==> src/rtl/core/aca_pkg.sv <==
// ----------------------------------------------------------------------------
// aca_pkg
// Shared types and constants for the address claim arbiter.
// ----------------------------------------------------------------------------
`default_nettype none

package aca_pkg;

  localparam int POOL_SIZE   = 8;
  localparam int POOL_IDX_W  = (POOL_SIZE > 1) ? $clog2(POOL_SIZE) : 1;
  localparam int ADDR_W      = 8;
  localparam int NAME_W      = 64;
  localparam int DELAY_W     = 5;
  localparam int ACT_W       = 2;
  localparam int CFG_IDX_W   = 2;
  localparam int IN_DATA_W   = 72;
  localparam int OUT_DATA_W  = 16;

  localparam logic [ADDR_W-1:0]  POOL_BASE         = 8'd128;
  localparam logic [ADDR_W-1:0]  EXHAUSTED_ADDRESS = 8'd247;
  localparam logic [DELAY_W-1:0] DELAY_DEFAULT     = 5'd31;

  // Input kinds
  localparam logic [ACT_W-1:0] ACT_RESTART = 2'd0;
  localparam logic [ACT_W-1:0] ACT_CLAIM   = 2'd1;
  localparam logic [ACT_W-1:0] ACT_TICK    = 2'd2;

  // Configuration register indexes
  localparam logic [CFG_IDX_W-1:0] CFG_INITIAL_ADDRESS = 2'd0;
  localparam logic [CFG_IDX_W-1:0] CFG_OWN_NAME        = 2'd1;
  localparam logic [CFG_IDX_W-1:0] CFG_CLAIM_DELAY     = 2'd2;

  // Controller -> datapath
  typedef struct packed {
    logic load_in;
    logic exec;
    logic scan_step;
    logic load_out;
  } aca_cmd_t;

  // Datapath -> controller
  typedef struct packed {
    logic need_scan;
    logic scan_done;
  } aca_sts_t;

endpackage

`default_nettype wire

==> src/rtl/core/aca_dp.sv <==
// ----------------------------------------------------------------------------
// aca_dp
// Datapath: config registers, address state, countdown, pool occupancy bits,
// pool scan counter and output data register.
// ----------------------------------------------------------------------------
`default_nettype none

module aca_dp
  import aca_pkg::*;
(
  input  wire logic                  clk_i,
  input  wire logic                  rst_ni,
  input  wire logic                  cfg_we_i,
  input  wire logic [CFG_IDX_W-1:0]  cfg_idx_i,
  input  wire logic [NAME_W-1:0]     cfg_wdata_i,
  input  wire logic [ACT_W-1:0]      act_i,
  input  wire logic [IN_DATA_W-1:0]  in_data_i,
  input  wire aca_cmd_t              cmd_i,
  output aca_sts_t                   sts_o,
  output logic [OUT_DATA_W-1:0]      out_data_o
);

  logic [ADDR_W-1:0]     init_addr_q;
  logic [NAME_W-1:0]     own_name_q;
  logic [DELAY_W-1:0]    claim_delay_q;

  logic [ACT_W-1:0]      act_q;
  logic [ADDR_W-1:0]     src_q;
  logic [NAME_W-1:0]     pname_q;

  logic [ADDR_W-1:0]     our_q, our_d;
  logic [ADDR_W-1:0]     prev_q, prev_d;
  logic [DELAY_W-1:0]    cd_q, cd_d;
  logic [POOL_SIZE-1:0]  taken_q, taken_d;
  logic [POOL_IDX_W-1:0] idx_q, idx_d;
  logic                  send_q, send_d;
  logic                  save_q, save_d;
  logic                  settled_q, settled_d;
  logic [OUT_DATA_W-1:0] out_data_q;

  logic [DELAY_W-1:0]    eff_delay;
  logic                  collide;
  logic                  name_le;
  logic                  need_scan;
  logic [ADDR_W-1:0]     scan_addr;
  logic                  scan_found;
  logic                  scan_last;

  assign eff_delay  = (claim_delay_q == '0) ? DELAY_DEFAULT : claim_delay_q;
  assign collide    = (act_q == ACT_CLAIM) && (src_q == our_q);
  assign name_le    = (pname_q <= own_name_q);
  assign need_scan  = collide && (name_le || (cd_q != '0));
  assign scan_addr  = POOL_BASE + ADDR_W'(idx_q);
  // the colliding entry is marked taken but never chosen
  assign scan_found = (scan_addr != src_q) && !taken_q[idx_q];
  assign scan_last  = (idx_q == POOL_IDX_W'(POOL_SIZE - 1));

  assign sts_o.need_scan = need_scan;
  assign sts_o.scan_done = scan_found || scan_last;
  assign out_data_o      = out_data_q;

  always_comb begin
    our_d     = our_q;
    prev_d    = prev_q;
    cd_d      = cd_q;
    taken_d   = taken_q;
    idx_d     = idx_q;
    send_d    = send_q;
    save_d    = save_q;
    settled_d = settled_q;

    if (cmd_i.exec) begin
      send_d    = 1'b0;
      save_d    = 1'b0;
      settled_d = 1'b0;
      idx_d     = '0;
      case (act_q)
        ACT_RESTART: begin
          for (int i = 0; i < POOL_SIZE; i++) begin
            taken_d[i] = (ADDR_W'(POOL_BASE + ADDR_W'(i)) == init_addr_q);
          end
          our_d  = init_addr_q;
          prev_d = init_addr_q;
          cd_d   = eff_delay;
        end
        ACT_CLAIM: begin
          if (need_scan) begin
            prev_d = our_q;
            if (name_le) begin
              cd_d = eff_delay;
            end
          end else if (collide) begin
            send_d = 1'b1;
          end
        end
        ACT_TICK: begin
          if (cd_q != '0) begin
            cd_d = cd_q - 1'b1;
            if (cd_q == DELAY_W'(1)) begin
              send_d = 1'b1;
              save_d = (our_q != prev_q);
            end
          end
          settled_d = (cd_q == '0) || (cd_q == DELAY_W'(1));
        end
        default: begin
        end
      endcase
    end

    if (cmd_i.scan_step) begin
      if (scan_addr == src_q) begin
        taken_d[idx_q] = 1'b1;
      end
      if (scan_found) begin
        taken_d[idx_q] = 1'b1;
        our_d          = scan_addr;
      end else if (scan_last) begin
        our_d = EXHAUSTED_ADDRESS;
      end
      idx_d = idx_q + 1'b1;
    end
  end

  always_ff @(posedge clk_i or negedge rst_ni) begin
    if (!rst_ni) begin
      init_addr_q   <= POOL_BASE;
      own_name_q    <= '0;
      claim_delay_q <= DELAY_DEFAULT;
      our_q         <= '0;
      prev_q        <= '0;
      cd_q          <= '0;
      taken_q       <= '0;
      idx_q         <= '0;
      send_q        <= 1'b0;
      save_q        <= 1'b0;
      settled_q     <= 1'b0;
    end else begin
      if (cfg_we_i) begin
        case (cfg_idx_i)
          CFG_INITIAL_ADDRESS: init_addr_q   <= cfg_wdata_i[ADDR_W-1:0];
          CFG_OWN_NAME:        own_name_q    <= cfg_wdata_i;
          CFG_CLAIM_DELAY:     claim_delay_q <= cfg_wdata_i[DELAY_W-1:0];
          default: begin
          end
        endcase
      end
      our_q     <= our_d;
      prev_q    <= prev_d;
      cd_q      <= cd_d;
      taken_q   <= taken_d;
      idx_q     <= idx_d;
      send_q    <= send_d;
      save_q    <= save_d;
      settled_q <= settled_d;
    end
  end

  // payload registers
  always_ff @(posedge clk_i) begin
    if (cmd_i.load_in) begin
      act_q   <= act_i;
      src_q   <= in_data_i[ADDR_W-1:0];
      pname_q <= in_data_i[ADDR_W +: NAME_W];
    end
    if (cmd_i.load_out) begin
      out_data_q <= {5'b0, settled_q, save_q, send_q, our_q};
    end
  end

endmodule

`default_nettype wire

==> src/rtl/core/aca_ctrl.sv <==
// ----------------------------------------------------------------------------
// aca_ctrl
// Controller: sequences accept, evaluate, pool scan and result hand-off.
// ----------------------------------------------------------------------------
`default_nettype none

module aca_ctrl
  import aca_pkg::*;
(
  input  wire logic     clk_i,
  input  wire logic     rst_ni,
  input  wire logic     in_valid_i,
  output logic          in_ready_o,
  output logic          out_valid_o,
  input  wire logic     out_ready_i,
  input  wire aca_sts_t sts_i,
  output aca_cmd_t      cmd_o
);

  typedef enum logic [1:0] {
    ST_IDLE,
    ST_EXEC,
    ST_SCAN,
    ST_DONE
  } state_e;

  state_e state_q;
  logic   out_valid_q;
  logic   out_free;

  assign out_free    = !out_valid_q || out_ready_i;
  assign in_ready_o  = (state_q == ST_IDLE);
  assign out_valid_o = out_valid_q;

  assign cmd_o.load_in   = (state_q == ST_IDLE) && in_valid_i;
  assign cmd_o.exec      = (state_q == ST_EXEC);
  assign cmd_o.scan_step = (state_q == ST_SCAN);
  assign cmd_o.load_out  = (state_q == ST_DONE) && out_free;

  always_ff @(posedge clk_i or negedge rst_ni) begin
    if (!rst_ni) begin
      state_q     <= ST_IDLE;
      out_valid_q <= 1'b0;
    end else begin
      if (cmd_o.load_out) begin
        out_valid_q <= 1'b1;
      end else if (out_ready_i) begin
        out_valid_q <= 1'b0;
      end
      case (state_q)
        ST_IDLE: begin
          if (in_valid_i) begin
            state_q <= ST_EXEC;
          end
        end
        ST_EXEC: begin
          state_q <= sts_i.need_scan ? ST_SCAN : ST_DONE;
        end
        ST_SCAN: begin
          if (sts_i.scan_done) begin
            state_q <= ST_DONE;
          end
        end
        ST_DONE: begin
          if (out_free) begin
            state_q <= ST_IDLE;
          end
        end
        default: begin
          state_q <= ST_IDLE;
        end
      endcase
    end
  end

endmodule

`default_nettype wire

==> src/rtl/core/address_claim_arbiter.sv <==
// Flow: an input beat is accepted, evaluated, and its result loaded into the
//   output register; a collision that forces a move adds a pool scan, one pool
//   entry scanned per cycle. Only one item is in flight: a new input beat is
//   accepted only after the previous result has been loaded for output.
// Reset: asynchronous, active low; addresses and countdown zero, pool free,
//   config registers at their defaults. No clearing pass.
// ----------------------------------------------------------------------------
// address_claim_arbiter
// Address claim arbitration with an occupancy-tracked address pool.
// ----------------------------------------------------------------------------
`default_nettype none

module address_claim_arbiter
  import aca_pkg::*;
(
  input  wire logic                  clk_i,
  input  wire logic                  rst_ni,
  // config write port
  input  wire logic                  cfg_we_i,
  input  wire logic [CFG_IDX_W-1:0]  cfg_idx_i,
  input  wire logic [NAME_W-1:0]     cfg_wdata_i,
  // input beats
  input  wire logic                  s_axis_tvalid_i,
  output logic                       s_axis_tready_o,
  input  wire logic [IN_DATA_W-1:0]  s_axis_tdata_i,  // peer_source[7:0], sender_name[71:8]
  input  wire logic [ACT_W-1:0]      s_axis_tuser_i,  // action[1:0]
  // result beats
  output logic                       m_axis_tvalid_o,
  input  wire logic                  m_axis_tready_i,
  output logic [OUT_DATA_W-1:0]      m_axis_tdata_o   // current_address[7:0], send_claim[8],
                                                      // save_address[9], claim_settled[10]
);

  aca_cmd_t cmd;
  aca_sts_t sts;

  aca_ctrl u_ctrl (
    .clk_i       (clk_i),
    .rst_ni      (rst_ni),
    .in_valid_i  (s_axis_tvalid_i),
    .in_ready_o  (s_axis_tready_o),
    .out_valid_o (m_axis_tvalid_o),
    .out_ready_i (m_axis_tready_i),
    .sts_i       (sts),
    .cmd_o       (cmd)
  );

  aca_dp u_dp (
    .clk_i       (clk_i),
    .rst_ni      (rst_ni),
    .cfg_we_i    (cfg_we_i),
    .cfg_idx_i   (cfg_idx_i),
    .cfg_wdata_i (cfg_wdata_i),
    .act_i       (s_axis_tuser_i),
    .in_data_i   (s_axis_tdata_i),
    .cmd_i       (cmd),
    .sts_o       (sts),
    .out_data_o  (m_axis_tdata_o)
  );

endmodule

`default_nettype wire

==> config.mk <==
export PLATFORM = sky130hd
export DESIGN_NAME = address_claim_arbiter
export DESIGN_NICKNAME = d
export VERILOG_FILES = /design/src/rtl/core/aca_pkg.sv /design/src/rtl/core/aca_dp.sv /design/src/rtl/core/aca_ctrl.sv /design/src/rtl/core/address_claim_arbiter.sv
export SDC_FILE = /design/constraint.sdc
export NUM_CORES = 1
export LEC_CHECK = 0
export ABC_AREA = 1
export BUFFER_PORTS_ARGS = -buffer_cell sky130_fd_sc_hd__buf_2
export CAP_MARGIN = 15
export CORE_MARGIN = 5
export CORE_UTILIZATION = 51
export DETAILED_ROUTE_END_ITERATION = 8
export GPL_ROUTABILITY_DRIVEN = 0
export PLACE_DENSITY = 0.76
export SKIP_LAST_GASP = 1
export SLEW_MARGIN = 20
export SYNTH_ARGS = -nofsm -noshare
export SYNTH_HDL_FRONTEND = slang
export SYNTH_SLANG_ARGS = --single-unit
==> constraint.sdc <==
create_clock -name clk_i -period 2.6 [get_ports clk_i]
set_input_delay 0.39 -clock clk_i [delete_from_list [all_inputs] [get_ports clk_i]]
set_output_delay 0.39 -clock clk_i [all_outputs]
set_load 0.005 [all_outputs]
==> out/qor.yml <==
status: "complete, no violations"
ys_seq_area_frac: 0.572
p_leak_nw: 5.45
syn_area_um2: 9510
path_buf_inv: 0
critPathKind: "flop to flop"
setup.worst_path.end_class: "flop"
fin_ws_ns: 0.276
post-place-cells: 1335
critPathArrivalTime_ns: 2.65
synth_cells: 954
maxCapViolations: 0
yosysWarnings: 0
cp_cell_sequence: "ha_1 > nand4_1 > nor3_1 > nand2_1 > nor2_4 > nand4_2 > nand3_2 > nand2_2 > nand2_4 > nand2_2 > nand2_1 > nand2_1"
synth_area_leaders: "dfrtp_1, edfxtp_1, ha_1"
die_h_um: 147
slew_violations: 0
hold_class: "input port to flop"
fin_setup_tns_ns: 0
synth_seq_cells: 200
start_kind: "flop"
ff2ff_path_depth: 12
yosys_most_used_dff: "dfrtp_1"
met1_length_um: 8950
synth-edff-count: 85
cpPeakStageDelay_ns: 0.39
cp_common_cell: "nand2_1"
wl_met3_um: 953
yosysTopAreaCell: "dfrtp_1"
via_count: 6998
cp_max_fo: 15
powerDensity_nw_per_um2: 838
core-area_um2: 18500
r2r_end: "u_dp.prev_q[3]"
fin_area_um2: 11200
layout.nets: 1342
cts_tree: "yes"
grt_pass1_wl_um: 34200
synthArstFlopShare: 0.575
synth_most_common_cell: "nand2_1"
max-vdd-ir-drop_mv: 0.497
cts_inserted_buffers: 17
fp.dieW_um: 147
fmax_ghz: 0.430
startpoint: "u_dp.pname_q[62]"
rows: 50
cp.depth: 12
dpl.hpwl_um: 15300
r2r_start: "u_dp.pname_q[62]"
drtAntennaViolNets: 0
max_slew_margin: 0.585
ys_types: 43
clockBufferDepth: 2
cts.clk_slew.worst_paths_ns: 0.08
die_area_um2: 21500
clkLatencyLatePin_ns: 0.43
hold_slack_ns: 0.124
grt_pass1_vias: 7222
overflow: 0
crit_path_top_delay_cell: "edfxtp_1"
path_delay_family: "simple AND/OR/NAND/NOR gates"
hold_viol_final: 0
start_util: 0.513
wire_per_inst_um: 14.9
fin_crit_sh: 0.894
first_pass_iters: 5
final_cells: 1371
drc_errors: 0
place_ws_ns: 0.224
rsz0062_at_grt: "no"
synth_top_area_share: 0.287
synthTopCellsByCount: "nand2_1, inv_1, dfrtp_1"
period_minus_slack_ns: 2.32
grt_max_degree: 66
clock_skew_ns: 0.0141
cts_root_buf: "clkbuf_16"
critPathCapture: "u_dp.prev_q[3]"
tightest_slew_ns: 0.623
grt_usage: 0.197
dpl_cell_area_um2: 10600
antenna_found_initial: 3
avgSynthCellArea_um2: 9.97
setup_viol: 0
cts_max_level: 4
synthToLayoutAreaGrowth_pct: 17.6
highest_layer: "met5"
clock_sinks: 200
drive_gt1_frac: 0.199
worstPathRequired_ns: 2.92
top_level_ports: 163
via_per_inst: 5.10
drt-initial-drc-count: 314
dr_wl_met2_um: 9910
r2r_setup_slack_ns: 0.28
routed_wl_um: 20400
io_buffers: 157
-- kinds of logic (layout without fill, tap and decap cells) --
group	after synthesis	in the layout	share of synthesized area
AOI/OAI and AO/OA	186	186	0.107
adders and majority gates	76	76	0.100
and+or+nand+nor	319	319	0.142
xor gates and xnor gates	15	15	0.0138
other	1	8	0.000394
DFF	200	200	0.572
buffers and inverters	157	333	0.0650
-- what timing repair did --
action                     in CTS  in global routing
hold buffers                    1                  0
gates resized for setup         0                  1
setup buffers                   0                  0
hold endpoints to repair       37                  0
setup endpoints to repair       0                  6
-- stage by stage --
stage	utilization	power (mW)
5_1_grt	0.604	10.0
2_1_floorplan	-	6.08
3_5_place_dp	0.573	6.92
4_1_cts	0.603	9.44
6_report	0.604	9.37
3_3_place_gp	0.573	6.81
-- worst min path at each step --
stage | from | end | slack, ns | cells past startpoint
final | s_axis_tdata_i[45] | u_dp.pname_q[37] | 0.12 | 1
after global routing | s_axis_tdata_i[45] | u_dp.pname_q[37] | 0.10 | 1
after CTS | s_axis_tdata_i[46] | u_dp.pname_q[38] | 0.11 | 1
after detailed placement | rst_ni | u_ctrl.out_valid_o | 0.42 | 1
after global placement | rst_ni | u_ctrl.out_valid_o | 0.42 | 1
after floorplan | rst_ni | u_ctrl.out_valid_o | 0.09 | 0
-- metal layers --
metal  vias up  GRT usage
met3        38     0.0413
li1       3515          -
met1      3262      0.255
met5         -          0
met2       181      0.326
met4         2     0.0790
-- layout by cell type, fill, tap and decap left out, drive strengths merged, types with 4 or more instances in the layout --
master / n
nand3: 27
dfstp: 6
nand2: 164
edfxtp: 85
o21a: 4
o31ai: 8
inv: 140
nor2: 105
nand4: 11
conb: 5
ha: 76
nor3: 6
clkbuf: 17
a32oi: 8
o21ai: 61
nor4: 5
buf: 168
xnor2: 13
dfrtp: 109
a21oi: 93
clkinv: 6
-- registers in the layout, summed over array words and instances (netlist names) --
| name | cells |
|---|---|
| u_dp.pname_q | 64 |
| u_dp.act_q | 2 |
| u_ctrl.out_valid_o | 1 |
| u_dp.out_data_o | 11 |
| u_dp.prev_q | 8 |
| u_dp.our_q | 8 |
| u_ctrl.state_q | 2 |
| u_dp.claim_delay_q | 5 |
| u_dp.own_name_q | 64 |
| u_dp.taken_q | 8 |
| u_dp.settled_q | 1 |
| u_dp.idx_q | 3 |
| u_dp.cd_q | 5 |
| u_dp.init_addr_q | 8 |
| u_dp.send_q | 1 |
| u_dp.save_q | 1 |
| u_dp.src_q | 8 |
-- report_power, final --
part	total [mW]	internal [mW]	switching (mW)
Combinational	2.44	0.952	1.49
Clock	2.51	1.26	1.25
Sequential	4.42	4.02	0.398
Total	9.37	6.24	3.13
-- layout make-up --
type,instances,area (um2)
Inverter,132,499
Timing Repair Buffer,169,906
Clock inverter,15,129
Antenna cell,3,7.51
Sequential cell,200,5440
Fill cell,1544,7340
Clock buffer,17,425
Multi-Input combinational cell,601,3480
Tap cell,234,293
(Power assumes the default switching activity.)
